===== src/sv/clbt_ram.sv =====
`default_nettype none
module clbt_ram #(
  parameter int unsigned WIDTH = 8,
  parameter int unsigned DEPTH = 16,
  parameter int unsigned AW    = 4
) (
  input  wire logic             clk_i,
  input  wire logic             we_i,
  input  wire logic [AW-1:0]    waddr_i,
  input  wire logic [WIDTH-1:0] wdata_i,
  input  wire logic             re_i,
  input  wire logic [AW-1:0]    raddr_i,
  output logic      [WIDTH-1:0] rdata_o
);

  logic [WIDTH-1:0] mem [DEPTH];

  // One write port, one registered read port.
  always_ff @(posedge clk_i) begin
    if (we_i) begin
      mem[waddr_i] <= wdata_i;
    end
  end

  always_ff @(posedge clk_i) begin
    if (re_i) begin
      rdata_o <= mem[raddr_i];
    end
  end

endmodule
`default_nettype wire


===== config.mk =====
export PLATFORM = sky130hd
export DESIGN_NAME = clbt_ram
export DESIGN_NICKNAME = d
export VERILOG_FILES = /design/src/sv/clbt_ram.sv
export SDC_FILE = /design/constraint.sdc
export NUM_CORES = 1
export LEC_CHECK = 0
export ABC_AREA = 1
export BUFFER_PORTS_ARGS = -buffer_cell sky130_fd_sc_hd__buf_2
export CORE_ASPECT_RATIO = 0.8
export CORE_UTILIZATION = 30
export DETAILED_ROUTE_END_ITERATION = 6
export GPL_ROUTABILITY_DRIVEN = 1
export GPL_TIMING_DRIVEN = 0
export PLACE_DENSITY_LB_ADDON = 0.12
export SETUP_SLACK_MARGIN = 0.3
export SLEW_MARGIN = 25
export SYNTH_ARGS = -nofsm -noshare
export SYNTH_HDL_FRONTEND = slang
export SYNTH_SLANG_ARGS = --single-unit

===== constraint.sdc =====
create_clock -name clk_i -period 1.3 [get_ports clk_i]
set_input_delay 0.065 -clock clk_i [delete_from_list [all_inputs] [get_ports clk_i]]
set_output_delay 0.065 -clock clk_i [all_outputs]
set_load 0.03 [all_outputs]

==> impl_results.md, run 1 <==
- Status: finished, final reports clean
- # clock sinks: ~140
- Warnings, synthesis: 0
- Pins Over Slew Limit: 0
- Number of I/O pins: 27
- Most frequent cell after synthesis: nand2_1
- Via-per-instance ratio: between 4 and 5
- Tot GR Track Use: 17.6%
- Post-synthesis cell count: 551
- Die width: around 160 um
- Syn avg cell area: 10.6 um2
- Yosys top cell by area: edfxtp_1
- Endpoints failing hold: 0
- Port bufs: 23
- DRC Markers: 0
- Netlist Area Pre-Place: 5850 um2
- Total routed wirelength: about 16 mm
- Ys flop type: edfxtp_1
- First-pass GRT wire length: 24.5 mm
- Max Clock Skew: 0.00667 ns
- Final setup viols: 0
- Final instance area: 7310 um2
- CP Launch Type: input pin
- Share of cells above drive strength 1: 25.9%
- DR WL met3: 1.03 mm
- Vias: ~3,800
- CTS Buf Count: 17
- Initial drt markers: 316
- Largest net degree at the start of global routing: 17
- Fmax: about 840 MHz
- DP Cell Count: 832
- DR top layer: met4
- Synth top cells by count: nand2_1 (173), edfxtp_1 (136), inv_1 (100)
- Area share of the largest cell type after synthesis: 69.8%
- Synth unique cells: 11
- Required @ worst endpoint: 1.34 ns
- Worst Hold Class: input pin to flip-flop
- Inserted Diodes: 0
- Worst Path Arrival: 1.23 ns
- Final period utilization: 91.9%
- Area after DPL: between 6000 and 7000 um2
- Post-layout minimum cycle time: roughly 1.2 ns
- Dpl hpwl: between 10 and 15 mm
- RSZ-0062 raised after global routing: true
- Maximum ir drop on the vdd rail: 0.804 mV
- Setup bufs post-CTS: 0
- CTS H-tree depth: 4
- Post-synthesis register bit count: 136
- Clock Pin Slew Worst Setup and Hold Paths: 0.06 ns
- Number of global-route vias before repair: 3,834
- Worst-path fanout max: 8
- WL met1: about 8 mm
- Initial Util: a little under a third
- Non-Filler Instances: 864
- Post-Synthesis Net Count: 570
- Worst path slowest cell: nor2_1
- Sequential-to-total area share from yosys stat: 69.8%
- CP max stage delay: 0.77 ns
- Grt ovf: 0
- WS Path Type: input pin to flip-flop
- WL met2: ~6.8 mm
- CTS tree: yes
- Die height: 127 um
- Layout Nets: 612
- Clock Tree Buf Depth: 2
- Max-cap violation count: 0
- Placement row count: 45
- Wire per inst: 18.7 um
- Core Footprint: 19,000 um2
- Worst rel slew slack: 37.9%
- Routability Congestion: around 0.8
- Number of flops mapped to enable cells by yosys: 136
- Antenna violations before repair: 0
- Crit end category: flip-flop
- Synth top area cells: edfxtp_1 (70%), nand2_1 (11%), nand3_1 (8.3%)
- Asr flop ratio synth: 0%
- Antenna-violating nets left: 0
- Worst Tran Pin Value: 0.928 ns
- Pleak: roughly 3.0 nW
- First-pass iteration count of the detailed router: 4
- CTS root buf: clkbuf_16
- Setup TNS: 0 ns
- PD cells: 1460 nW/um2
- Area Growth Syn to Fin: 25.0%
- Die ar.: about 20,000 um2
- Clock network latency to the later pin of the worst-skew pair: approximately 0.41 ns
- Crit-path cells: buf_2 > nand3b_1 > nor2_1
[layer usage]
layer  vias up  GRT usage [%]
met5         -              0
met4         0           5.37
met3        18           4.75
met2        89           24.7
met1      1872           26.1
li1       1861              -
[final cells by class]
| cell class | instances | area, um2 |
|---|---|---|
| tap | 258 | 323 |
| fill | 1894 | 11700 |
| clock inverter | 12 | 156 |
| inverter | 102 | 383 |
| multi-input combinational | 289 | 1590 |
| clock buffer | 20 | 437 |
| sequential | 136 | 4080 |
| timing repair buffer | 23 | 165 |
| buffer | 24 | 168 |
[state kept, by name, indices dropped and copies added (netlist names)]
| register | cells |
|---|---|
| mem | 128 |
| rdata_o | 8 |
[stage by stage]
step	setup WS (ns)	util, %	hold WS, ns	power [mW]
6_report	0.105	38.4	0.0235	10.7
5_1_grt	0.0436	38.4	0.0128	11.0
4_1_cts	0.0998	37.5	0.0135	10.7
3_5_place_dp	-0.361	33.0	0.449	5.77
3_3_place_gp	-0.332	33.0	0.439	5.76
2_1_floorplan	0.284	-	0.164	5.44
[power by group]
| group | total, mW | switching (mW) | internal (mW) | leakage [nW] |
|---|---|---|---|---|
| Clock | 4.86 | 1.70 | 3.16 | 0.285 |
| Sequential | 4.97 | 0.0270 | 4.94 | 1.24 |
| Combinational | 0.840 | 0.592 | 0.248 | 1.52 |
[repair_timing]
action                                  in CTS  in global routing
endpoints found under the setup margin      88                120
resized for setup                           66                 41
endpoints found under the hold margin        0                  0
hold buffers                                 0                  0
pin swaps                                   29                 27
[cells by family after synthesis]
kind of cell,synth area share (%)
buffers and inverters,9.39
flip-flops,69.8
AND/OR/NAND/NOR,20.8
[critical path: cells and delay by family]
| family | cells | cell delay, ns |
|---|---|---|
| buffers and inverters | 1 | 0.12 |
| AND/OR/NAND/NOR | 2 | 1.05 |
[worst paths after layout]
kind / cells after the start / slack [ns] / to / from
max reg2reg: 6 / 0.19 / rdata_o[4] / mem[0][4]
min: 1 / 0.02 / rdata_o[2] / re_i
max: 3 / 0.11 / mem[5][7] / waddr_i[3]
min reg2reg: 6 / 0.77 / rdata_o[7] / mem[6][7]
[layout by cell type (no fill, tap or decap), types with 5 or more instances in the layout]
| cell | n |
|---|---|
| buf_2 | 28 |
| nand2_2 | 16 |
| edfxtp_1 | 136 |
| buf_6 | 14 |
| clkbuf_16 | 17 |
| nor2_2 | 12 |
| inv_1 | 99 |
| nand3_1 | 44 |
| nand3_2 | 49 |
| clkinv_1 | 5 |
| nand2_1 | 157 |
Note: power is estimated with default switching activity, not from simulation.
==> inputs of run 2 (changes only) <==
- CTS_BUF_LIST: unset -> sky130_fd_sc_hd__clkbuf_16
==> impl_results.md, run 2 (synthesis results as in run 1) <==
- Grt ovf: 0 (unchanged)
- Flip-flop count of the largest register after layout: 128 (unchanged)
- Worst rel slew slack: 38.4% (+0.50 points)
- Die width: 158 um (unchanged)
- Hold Path End: rdata_o[2]
- Core Footprint: 19,000 um2 (unchanged)
- Initial Util: 30.7% (unchanged)
- Status: finished, final reports clean
- Number of global-route vias before repair: 3,834 (unchanged)
- First-pass iteration count of the detailed router: 5 (+1)
- Die ar.: 20,100 um2 (unchanged)
- Largest Register: mem
- Antenna violations before repair: 0 (unchanged)
- Required @ worst endpoint: 1.34 ns (about the same)
- Final period utilization: 92.5% (+0.58 points)
- WS Path Type: input pin to flip-flop
- Fmax: 832 MHz (-0.63%)
- Worst-path fanout max: 8 (unchanged)
- Placement row count: 45 (unchanged)
- Wire per inst: 18.6 um (-0.33%)
- Worst Tran Pin Value: 0.920 ns (-0.00747 ns)
- Top Registers: mem x128, rdata_o x8
- Hold path startpoint: re_i
- Layout filler cell count: 1,894 (unchanged)
- First-pass GRT wire length: 24.5 mm (unchanged)
- Number of I/O pins: 27 (unchanged)
- Port bufs: 23 (unchanged)
- CTS Buf Count: 17 (unchanged)
- Endpoints failing hold: 0 (unchanged)
- Post-layout minimum cycle time: 1.20 ns (+0.00756 ns)
- CTS root buf: clkbuf_16
- Antenna-violating nets left: 0 (unchanged)
- Final core occ: 38.4% (unchanged)
- Dpl hpwl: 10.7 mm (unchanged)
- Max-cap violation count: 0 (unchanged)
- Most frequent cells in the layout: nand2_1 (157), edfxtp_1 (136), inv_1 (102)
- Worst Hold Class: input pin to flip-flop
- Final setup viols: 0 (unchanged)
- R2r endpoint: rdata_o[4]
- Largest net degree at the start of global routing: 17 (unchanged)
- RR Startpoint: mem[0][4]
- CTS Hold Buffers Added: 0 (unchanged)
- RSZ-0062 raised after global routing: true
- Total routed wirelength: 16.1 mm (-0.33%)
- Hold slack: 0.0227 ns (-0.000821 ns)
- Clock Tree Buf Depth: 2 (unchanged)
- R2r setup slk: 0.20 ns (about the same)
- Clock Pin Slew Worst Setup and Hold Paths: 0.06 ns (about the same)
- CTS H-tree depth: 4 (unchanged)
- CTS tree: yes
- Maximum ir drop on the vdd rail: 0.800 mV (-0.46%)
- Die height: 127 um (unchanged)
- Clock network latency to the later pin of the worst-skew pair: 0.41 ns (about the same)
- # clock sinks: 136 (unchanged)
- Initial drt markers: 317 (+0.32%)
- CP Launch Type: input pin
- Hold Crit Depth: 1 (unchanged)
- Worst Path Arrival: 1.24 ns (about the same)
- Layout Nets: 612 (unchanged)
- Commonest non-fill, non-tap cell in the layout: nand2_1
- PD cells: 1460 nW/um2 (-0.17%)
- Inserted Diodes: 0 (unchanged)
- Pins Over Slew Limit: 0 (unchanged)
- Area Growth Syn to Fin: 25.0% (unchanged)
- Tot GR Track Use: 17.6% (unchanged)
- Final setup margin: 0.0975 ns (-0.00756 ns)
- DRC Markers: 0 (unchanged)
- Via-per-instance ratio: 4.44 (unchanged)
- Crit end category: flip-flop
- Routability Congestion: 0.796 (unchanged)
- Share of cells above drive strength 1: 25.9% (unchanged)
- Vias: 3,840 (unchanged)
- R2R cell count: 6 (unchanged)
- Pleak: 3.06 nW (+0.41%)
- Dpl ws: -0.361 ns (unchanged)
- Max Clock Skew: 0.00718 ns (+0.000511 ns)
-- run 2: what timing repair did --
item,CTS,global route
pin swaps,29,27
setup buffers,0,0
gates resized for setup,66,41
setup endpoints to repair,88,120
-- run 2: where the power goes --
part	total, mW	internal [mW]	switching (mW)
Combinational	0.835	0.248	0.587
Clock	4.85	3.14	1.71
Sequential	4.97	4.94	0.0270
-- run 2: cell type report --
cell class              instances  area [um2]  share of cell area [%]
flip-flops and latches        136        4080                    55.9
multi-input cells             289        1590                    21.8
clock buffers                  17         425                    5.82
inverters                     102         383                    5.24
well taps                     258         323                    4.42
clock inverters                15         168                    2.29
plain buffers                  24         168                    2.29
repair buffers                 23         165                    2.26
-- run 2: layer usage --
layer | up-vias | global-route usage [%] | share of wire [%]
met5 | - | 0 | 0
met4 | 0 | 5.37 | 1.2
met2 | 92 | 24.7 | 43
met1 | 1878 | 26.1 | 49
li1 | 1862 | - | -
met3 | 8 | 4.75 | 6.2
-- run 2: how the worst max path moves through the flow --
stage               slack [ns]    endpoint        from  depth (start not counted)
floorplan                 0.28  mem[10][0]  waddr_i[2]                          2
global placement         -0.33   mem[8][3]  waddr_i[2]                          3
detailed placement       -0.36   mem[8][3]  waddr_i[2]                          3
CTS                        0.1   mem[7][4]  waddr_i[3]                          3
global route              0.04   mem[5][7]  waddr_i[3]                          3
finish                     0.1   mem[5][7]  waddr_i[3]                          3
-- run 2: per-stage QoR --
step / cells / TNS, ns / power (mW) / area, um2
2_1_floorplan: 551 / 0 / 5.44 / 5850
3_3_place_gp: 832 / -22.65 / 5.76 / 6280
3_5_place_dp: 832 / -25.46 / 5.77 / 6280
4_1_cts: 864 / 0 / 10.7 / 7140
5_1_grt: 864 / 0 / 11.0 / 7310
6_report: 864 / 0 / 10.7 / 7310
-- run 2: worst max-delay path: stages --
cell and delay, ns:
buf_2 0.12, nand3b_1 0.29, nor2_1 0.77
