`src/sv/clbt_pkg.sv`:
```
`default_nettype none
package clbt_pkg;

  // Operation codes carried on func_i.
  typedef enum logic [1:0] {
    FUNC_LOOKUP = 2'd0,
    FUNC_INSERT = 2'd1,
    FUNC_FLUSH  = 2'd2
  } func_e;

  // Result status codes.
  typedef enum logic [1:0] {
    STATUS_DONE = 2'd0,
    STATUS_MISS = 2'd1,
    STATUS_FULL = 2'd2
  } status_e;

  // Fixed port widths.
  localparam int unsigned ADDR_BITS   = 64;
  localparam int unsigned HPORT_BITS  = 16;

  // Epoch tag kept with each head entry. The all-ones tag never matches.
  localparam int unsigned EPOCH_BITS  = 4;
  localparam logic [EPOCH_BITS-1:0] EPOCH_DEAD = '1;
  localparam logic [EPOCH_BITS-1:0] EPOCH_LAST = EPOCH_DEAD - 1'b1;

endpackage
`default_nettype wire

```
`src/sv/clbt_bucket.sv`:
```
`default_nettype none
module clbt_bucket
  import clbt_pkg::*;
#(
  parameter int unsigned BUCKETS    = 1024,
  parameter int unsigned INSN_BYTES = 2,
  parameter int unsigned BW         = 10
) (
  input  wire logic                 clk_i,
  input  wire logic                 rst_ni,
  input  wire logic                 start_i,
  input  wire logic [ADDR_BITS-1:0] addr_i,
  output logic                      done_o,
  output logic      [BW-1:0]        bucket_o
);

  localparam int unsigned M    = BUCKETS * INSN_BYTES;
  localparam bit          POW2 = (M & (M - 1)) == 0;

  // Weight of hex digit j of the address: 16**j mod M, evaluated at elaboration.
  function automatic longint unsigned digit_weight(int unsigned j);
    longint unsigned w;
    w = 1;
    for (int unsigned i = 0; i < j; i++) begin
      w = (w * 16) % M;
    end
    return w;
  endfunction

  if (POW2) begin : g_shift
    localparam int unsigned SH = $clog2(INSN_BYTES);
    logic          done_q;
    logic [BW-1:0] bucket_q;

    // Both divisors are powers of two: the bucket is a bit field.
    always_ff @(posedge clk_i or negedge rst_ni) begin
      if (!rst_ni) begin
        done_q <= 1'b0;
      end else begin
        done_q <= start_i;
      end
    end

    always_ff @(posedge clk_i) begin
      if (start_i) begin
        bucket_q <= addr_i[SH +: BW];
      end
    end

    assign done_o   = done_q;
    assign bucket_o = bucket_q;
  end else begin : g_fold
    // The address is folded as sixteen hex digits, each scaled by its weight
    // 16**j mod M. The sum is brought below M by compare and subtract over two
    // stages and then divided by INSN_BYTES with a reciprocal multiply. The
    // unit is a five stage pipeline.
    localparam int unsigned     RW  = $clog2(M);
    localparam int unsigned     SW  = RW + 8;
    localparam int unsigned     NA  = ADDR_BITS / 4;
    localparam int unsigned     KSH = RW + 3;
    localparam int unsigned     QW  = RW + KSH + 1;
    localparam longint unsigned RCP = ((64'd1 << KSH) + INSN_BYTES - 1) / INSN_BYTES;

    logic [4:0]           vld_q;
    logic [ADDR_BITS-1:0] addr_q;
    logic [SW-1:0]        prod [NA];
    logic [SW-1:0]        s8 [8];
    logic [SW-1:0]        s4 [4];
    logic [SW-1:0]        sum_d, sum_q;
    logic [SW-1:0]        red_d, red_q;
    logic [SW-1:0]        low_d;
    logic [RW-1:0]        rem_q;
    logic [QW-1:0]        scaled;
    logic [BW-1:0]        bucket_q;

    // Each digit times its constant weight.
    for (genvar j = 0; j < NA; j++) begin : g_digit
      localparam logic [RW-1:0] WT = RW'(digit_weight(j));
      assign prod[j] = SW'(addr_q[4*j +: 4]) * SW'(WT);
    end

    // Adder tree over the scaled digits.
    always_comb begin
      for (int k = 0; k < 8; k++) begin
        s8[k] = prod[2*k] + prod[2*k+1];
      end
      for (int k = 0; k < 4; k++) begin
        s4[k] = s8[2*k] + s8[2*k+1];
      end
      sum_d = (s4[0] + s4[1]) + (s4[2] + s4[3]);
    end

    // Range reduction: the sum is below 256 * M, four steps per stage.
    always_comb begin
      red_d = sum_q;
      for (int k = 7; k >= 4; k--) begin
        if (red_d >= (SW'(M) << k)) begin
          red_d = red_d - (SW'(M) << k);
        end
      end
      low_d = red_q;
      for (int k = 3; k >= 0; k--) begin
        if (low_d >= (SW'(M) << k)) begin
          low_d = low_d - (SW'(M) << k);
        end
      end
    end

    // Exact division of the remainder by INSN_BYTES.
    assign scaled = QW'(rem_q) * QW'(RCP);

    always_ff @(posedge clk_i or negedge rst_ni) begin
      if (!rst_ni) begin
        vld_q <= '0;
      end else begin
        vld_q <= {vld_q[3:0], start_i};
      end
    end

    always_ff @(posedge clk_i) begin
      if (start_i) begin
        addr_q <= addr_i;
      end
      if (vld_q[0]) begin
        sum_q <= sum_d;
      end
      if (vld_q[1]) begin
        red_q <= red_d;
      end
      if (vld_q[2]) begin
        rem_q <= RW'(low_d);
      end
      if (vld_q[3]) begin
        bucket_q <= BW'(scaled >> KSH);
      end
    end

    assign done_o   = vld_q[4];
    assign bucket_o = bucket_q;
  end

endmodule
`default_nettype wire

```
`config.mk`:
```
export PLATFORM = sky130hd
export DESIGN_NAME = clbt_bucket
export DESIGN_NICKNAME = d
export VERILOG_FILES = /design/src/sv/clbt_pkg.sv /design/src/sv/clbt_bucket.sv
export SDC_FILE = /design/constraint.sdc
export NUM_CORES = 1
export LEC_CHECK = 0
export BUFFER_PORTS_ARGS = -buffer_cell sky130_fd_sc_hd__buf_2
export CAP_MARGIN = 30
export CORE_MARGIN = 5
export CORE_UTILIZATION = 21
export DETAILED_ROUTE_END_ITERATION = 8
export PLACE_DENSITY = 0.74
export SYNTH_ARGS = -nofsm -noshare
export SYNTH_HDL_FRONTEND = slang
export SYNTH_SLANG_ARGS = --single-unit
```
`constraint.sdc`:
```
create_clock -name clk_i -period 0.8 [get_ports clk_i]
set_input_delay 0.16 -clock clk_i [delete_from_list [all_inputs] [get_ports clk_i]]
set_output_delay 0.16 -clock clk_i [all_outputs]
set_load 0.005 [all_outputs]
```
==> metrics.txt, run 1 <==
status=complete, but fails checks; failing checks=negative setup slack; vias in the first global route=237; post-route ant nets=0; share of cells above drive strength 1=0.667; RSZ-0062 raised after global routing=true; met1 usage=0.0916; worst-case vdd ir drop=0.00114 V; CP Class=reg -> out; P&R area growth vs syn=52.7%; Slew headroom=0.847; dpl cells=50; multi-input gate count=0; Mapped Nets=78; Post-CTS Setup Inserts=0; Setup TNS=-1.29 ns; post-CTS sizing=0; slowest stage cell, crit path=edfxtp_1; H-tree levels=1; mapped cell area=325 um^2; IO buf count=23; cell area after layout=497 um^2; post-synthesis register bit count=11; final setup fails=11; total power=1.15 mW; via density per instance=roughly 3.8; Max-Cap Viols=0; Slew Limit Fails=0; largest net degree at the start of global routing=12; Synth Area per Inst=29.6 um^2; period utilization=1.17; gpl congestion=0.677; Final nets=107; hold slack=a little under 0.07 ns; die area=0.00244 mm^2; Syn Inst Count=11; Die H=49.4 um; first-pass GRT wire length=1130 um; CTS Buf Count=3; area of the multi-input gates=0 um^2; Root Driver=clkbuf_4; slowest stage delay, CP=0.37 ns; GR Util met3=0.0795; Min Clock Period, post-route=about 0.93 ns; pwr dens=2310 mW/mm^2; CTS Sinks=11; Final WS setup=-0.135 ns; Static Leak=0.219 nW; iteration count of the initial detailed-routing pass=1; Setup crit end kind=output port; fillers=roughly 140; sequential fraction of the synthesis area=1.00; crit path buf inv count=1; Core Area=0.00149 mm^2; fmax=1070 MHz; IO Count=78; Reg clk slew, reported paths=approximately 0.070 ns; ant diodes=0; vias post-DR=210; WP data arrival=a little under 0.8 ns; Worst EP required=0.64 ns; Finished Layout Cells=55; Initial Util=0.218; all-layer global routing usage=0.0676; antenna violations before repair=0; Synth Warn #=0; Die W=~50 um; Overflow after GRT=0; row count=14; GR Util met2=0.0644; Hold Violations, Final=0; GRT busiest layer=met1; cell family with most CP delay=flip-flops; Netlist cell types=2; worst hold-check path type=in -> reg; placed instance area=460 um^2; routed wire length per instance=between 10 and 15 um; Least-Margin Pin Slew=~0.23 ns; Max Fanout on Critical Path=1; Worst setup SP type=register; CTS tree=built; initial DRC count=0; cell breakdown of the critical path=buf_2; drt drc=0; total wire length=778 um; Clock Path Buffers=2
## Yosys cell counts
cell | count | area, um^2
edfxtp_1 | 10 | 300
dfrtp_1 | 1 | 25.0
## flip-flops by register name (all words and copies together), names as in the netlist
signal / count
bucket_o: 10
done_o: 1
## final timing paths
path                              from          end  slack [ns]  depth (start not counted)
min                          addr_i[1]  bucket_o[0]        0.07                          1
max                        bucket_o[8]  bucket_o[8]       -0.13                          1
min in group asynchronous       rst_ni       done_o        0.20                          2
max in group asynchronous       rst_ni       done_o        0.52                          2
## repair_timing
action,CTS,global route
gates cloned,0,0
hold buffers,1,0
endpoints found under the hold margin,1,0
setup endpoints to repair,11,11
## stage by stage
step | setup slack, ns | util
final | -0.135 | 0.334
after global routing | -0.188 | 0.334
after CTS | -0.153 | 0.334
after detailed placement | 0.0828 | 0.309
after global placement | 0.104 | 0.309
after floorplan | 0.285 | -
## cells by family after synthesis
family / Yosys count / share of synthesized area
flip-flops: 11 / 1.00
## report_power, final
part | switching, mW | leakage [nW] | internal, mW | total [mW]
sequential | 0.0103 | 0.110 | 0.675 | 0.685
combinational | 0.0420 | 0.0947 | 0.0503 | 0.0923
clock | 0.177 | 0.0150 | 0.193 | 0.369
total | 0.229 | 0.219 | 0.918 | 1.15
## final cells by class
class                 instances  area (um^2)  share of cell area
Tap cell                     16         20.0              0.0403
Timing Repair Buffer         24          125               0.252
Sequential cell              11          325               0.655
Clock buffer                  4         26.3              0.0529
## metal layers
layer | up-vias | routed length, um
met5 | - | 0
met4 | 0 | 0
met3 | 0 | 157
met2 | 26 | 230
met1 | 86 | 390
li1 | 98 | -
## layout by cell type, fill, tap and decap left out, drive strengths merged
cell type	synthesis	routed
dfrtp	1	1
buf	0	23
dlygate4sd3	0	1
clkbuf	0	4
edfxtp	10	10
No activity file was read; power rests on OpenSTA's default activity.
==> run 2, diff against run 1 <==
- CELL_PAD_IN_SITES_DETAIL_PLACEMENT: unset -> 0
- CELL_PAD_IN_SITES_GLOBAL_PLACEMENT: unset -> 1
- CORE_UTILIZATION: 21 -> 12
- PLACE_DENSITY: 0.74 -> 0.72
==> run 2 against run 1 <==
The run still ends with negative setup slack left. Final cell count rose by 25%. Clock power fell by 5%. Combinational power rose by 2%. Maximum frequency fell by 2.1%. Via count rose by 4.8%. Largest power group unchanged.
==> metrics.txt, run 2 (same netlist as run 1, synthesis figures left out) <==
status=complete, but fails checks; failing checks=negative setup slack; WP data arrival=0.79 ns; placed instance area=approximately 480 um^2; first-pass GRT wire length=1350 um; Reg clk slew, reported paths=about 0.060 ns; Min Clock Period, post-route=0.955 ns; CTS Sinks=11; Final nets=107; Final WS setup=-0.155 ns; Clock Path Buffers=2; multi-input gate count=0; Root Driver=clkbuf_4; Static Leak=0.219 nW; clock group share of total power=0.309; pwr dens=2210 mW/mm^2; dpl cells=64; final setup fails=11; P&R area growth vs syn=58.1%; all-layer global routing usage=0.0541; Psw=between 200 and 250 uW; row count=18; total wire length=935 um; cell breakdown of the critical path=buf_2; share of cells above drive strength 1=0.667; period utilization=1.19; Max-Cap Viols=0; met2 wire length=257 um; drt drc=0; Die W=62.1 um; max layer used=met3; IO Count=between 70 and 80; Overflow after GRT=0; commonest non-fill, non-tap cell in the layout=buf_2; Cell Int Power=919 uW; met1 WL=451 um; CTS tree=built; RSZ-0062 raised after global routing=true; Largest register FFs=10; Critical path origin=bucket_o[0]; cell family with most CP delay=flip-flops; via density per instance=3.19; Comb pwr share=0.083; slowest stage delay, CP=approximately 0.4 ns; initial DRC count=6; worst-case vdd ir drop=0.000732 V; Layout Utilization=0.202; worst hold-check path type=in -> reg; cell count of the worst hold path=1; gpl congestion=0.697; routed wire length per instance=13.6 um; vias in the first global route=252; iteration count of the initial detailed-routing pass=3; slowest stage cell, crit path=edfxtp_1; CP Class=reg -> out; switch share=0.193; vias post-DR=220; CTS Buf Count=3; Initial Util=0.128; Max Fanout on Critical Path=1; crit path buf inv count=1; largest net degree at the start of global routing=12; cell area after layout=514 um^2; Slew headroom=0.843; fmax=1050 MHz; Core Area=approximately 0.0025 mm^2; most frequent cells in the layout=buf_2 (23), edfxtp_1 (10), clkbuf_4 (3); Reg power frac=0.608; met3 wire len=between 200 and 250 um; hold slack=around 0.074 ns; ant diodes=0; worst hold start=addr_i[9]; area of the multi-input gates=0 um^2; Slew Limit Fails=0; Setup TNS=-1.45 ns; post-route ant nets=0; Worst setup SP type=register; IO buf count=23; Worst EP required=0.64 ns; Die H=62.1 um; critical path endpoint=bucket_o[0]; Hold Violations, Final=0; H-tree levels=1; Setup crit end kind=output port; die area=0.00385 mm^2; Least-Margin Pin Slew=approximately 0.24 ns; critical path depth in cells=1; antenna violations before repair=0; Finished Layout Cells=69
==> run 2: cell counts in the layout (fill, tap and decap cells not counted) <==
Identical to the previous run, type by type.
==> run 2: power groups by stage <==
stage	logic [mW]	clock network (mW)	registers, mW
floorplan	0	0	0.706
global placement	0.0905	0	0.705
detailed placement	0.0939	0	0.706
CTS	0.0979	0.380	0.694
global route	0.106	0.421	0.696
finish	0.0942	0.352	0.692
==> run 2: through the flow <==
step	power, mW	worst slack (ns)
CTS	1.17	-0.173
global placement	0.795	0.103
finish	1.14	-0.155
floorplan	0.706	0.285
detailed placement	0.800	0.0730
global route	1.22	-0.206
==> run 2: cell type report <==
cell class,instances,area (um^2)
sequential,11,325
timing repair buffer,24,125
fill,282,2030
clock buffer,4,26.3
tap,30,37.5
==> run 2: worst min path at each step <==
stage	slack (ns)	to
6_report	0.07	bucket_o[8]
4_1_cts	0.06	bucket_o[5]
3_3_place_gp	-0.06	done_o
3_5_place_dp	-0.06	done_o
2_1_floorplan	-0.14	done_o
5_1_grt	0.05	bucket_o[8]
==> run 2: per-layer routing <==
| layer | track usage | vias up |
|---|---|---|
| met5 | 0 | - |
| met4 | 0.0364 | 0 |
| met3 | 0.0393 | 0 |
| met2 | 0.0503 | 23 |
| met1 | 0.0786 | 97 |
| li1 | - | 100 |
==> run 2: what timing repair did <==
item,in CTS,in global routing
gates resized for setup,0,0
setup buffers,0,0
pin swaps,0,0
endpoints found under the hold margin,1,0
hold buffers,1,0
endpoints found under the setup margin,11,11
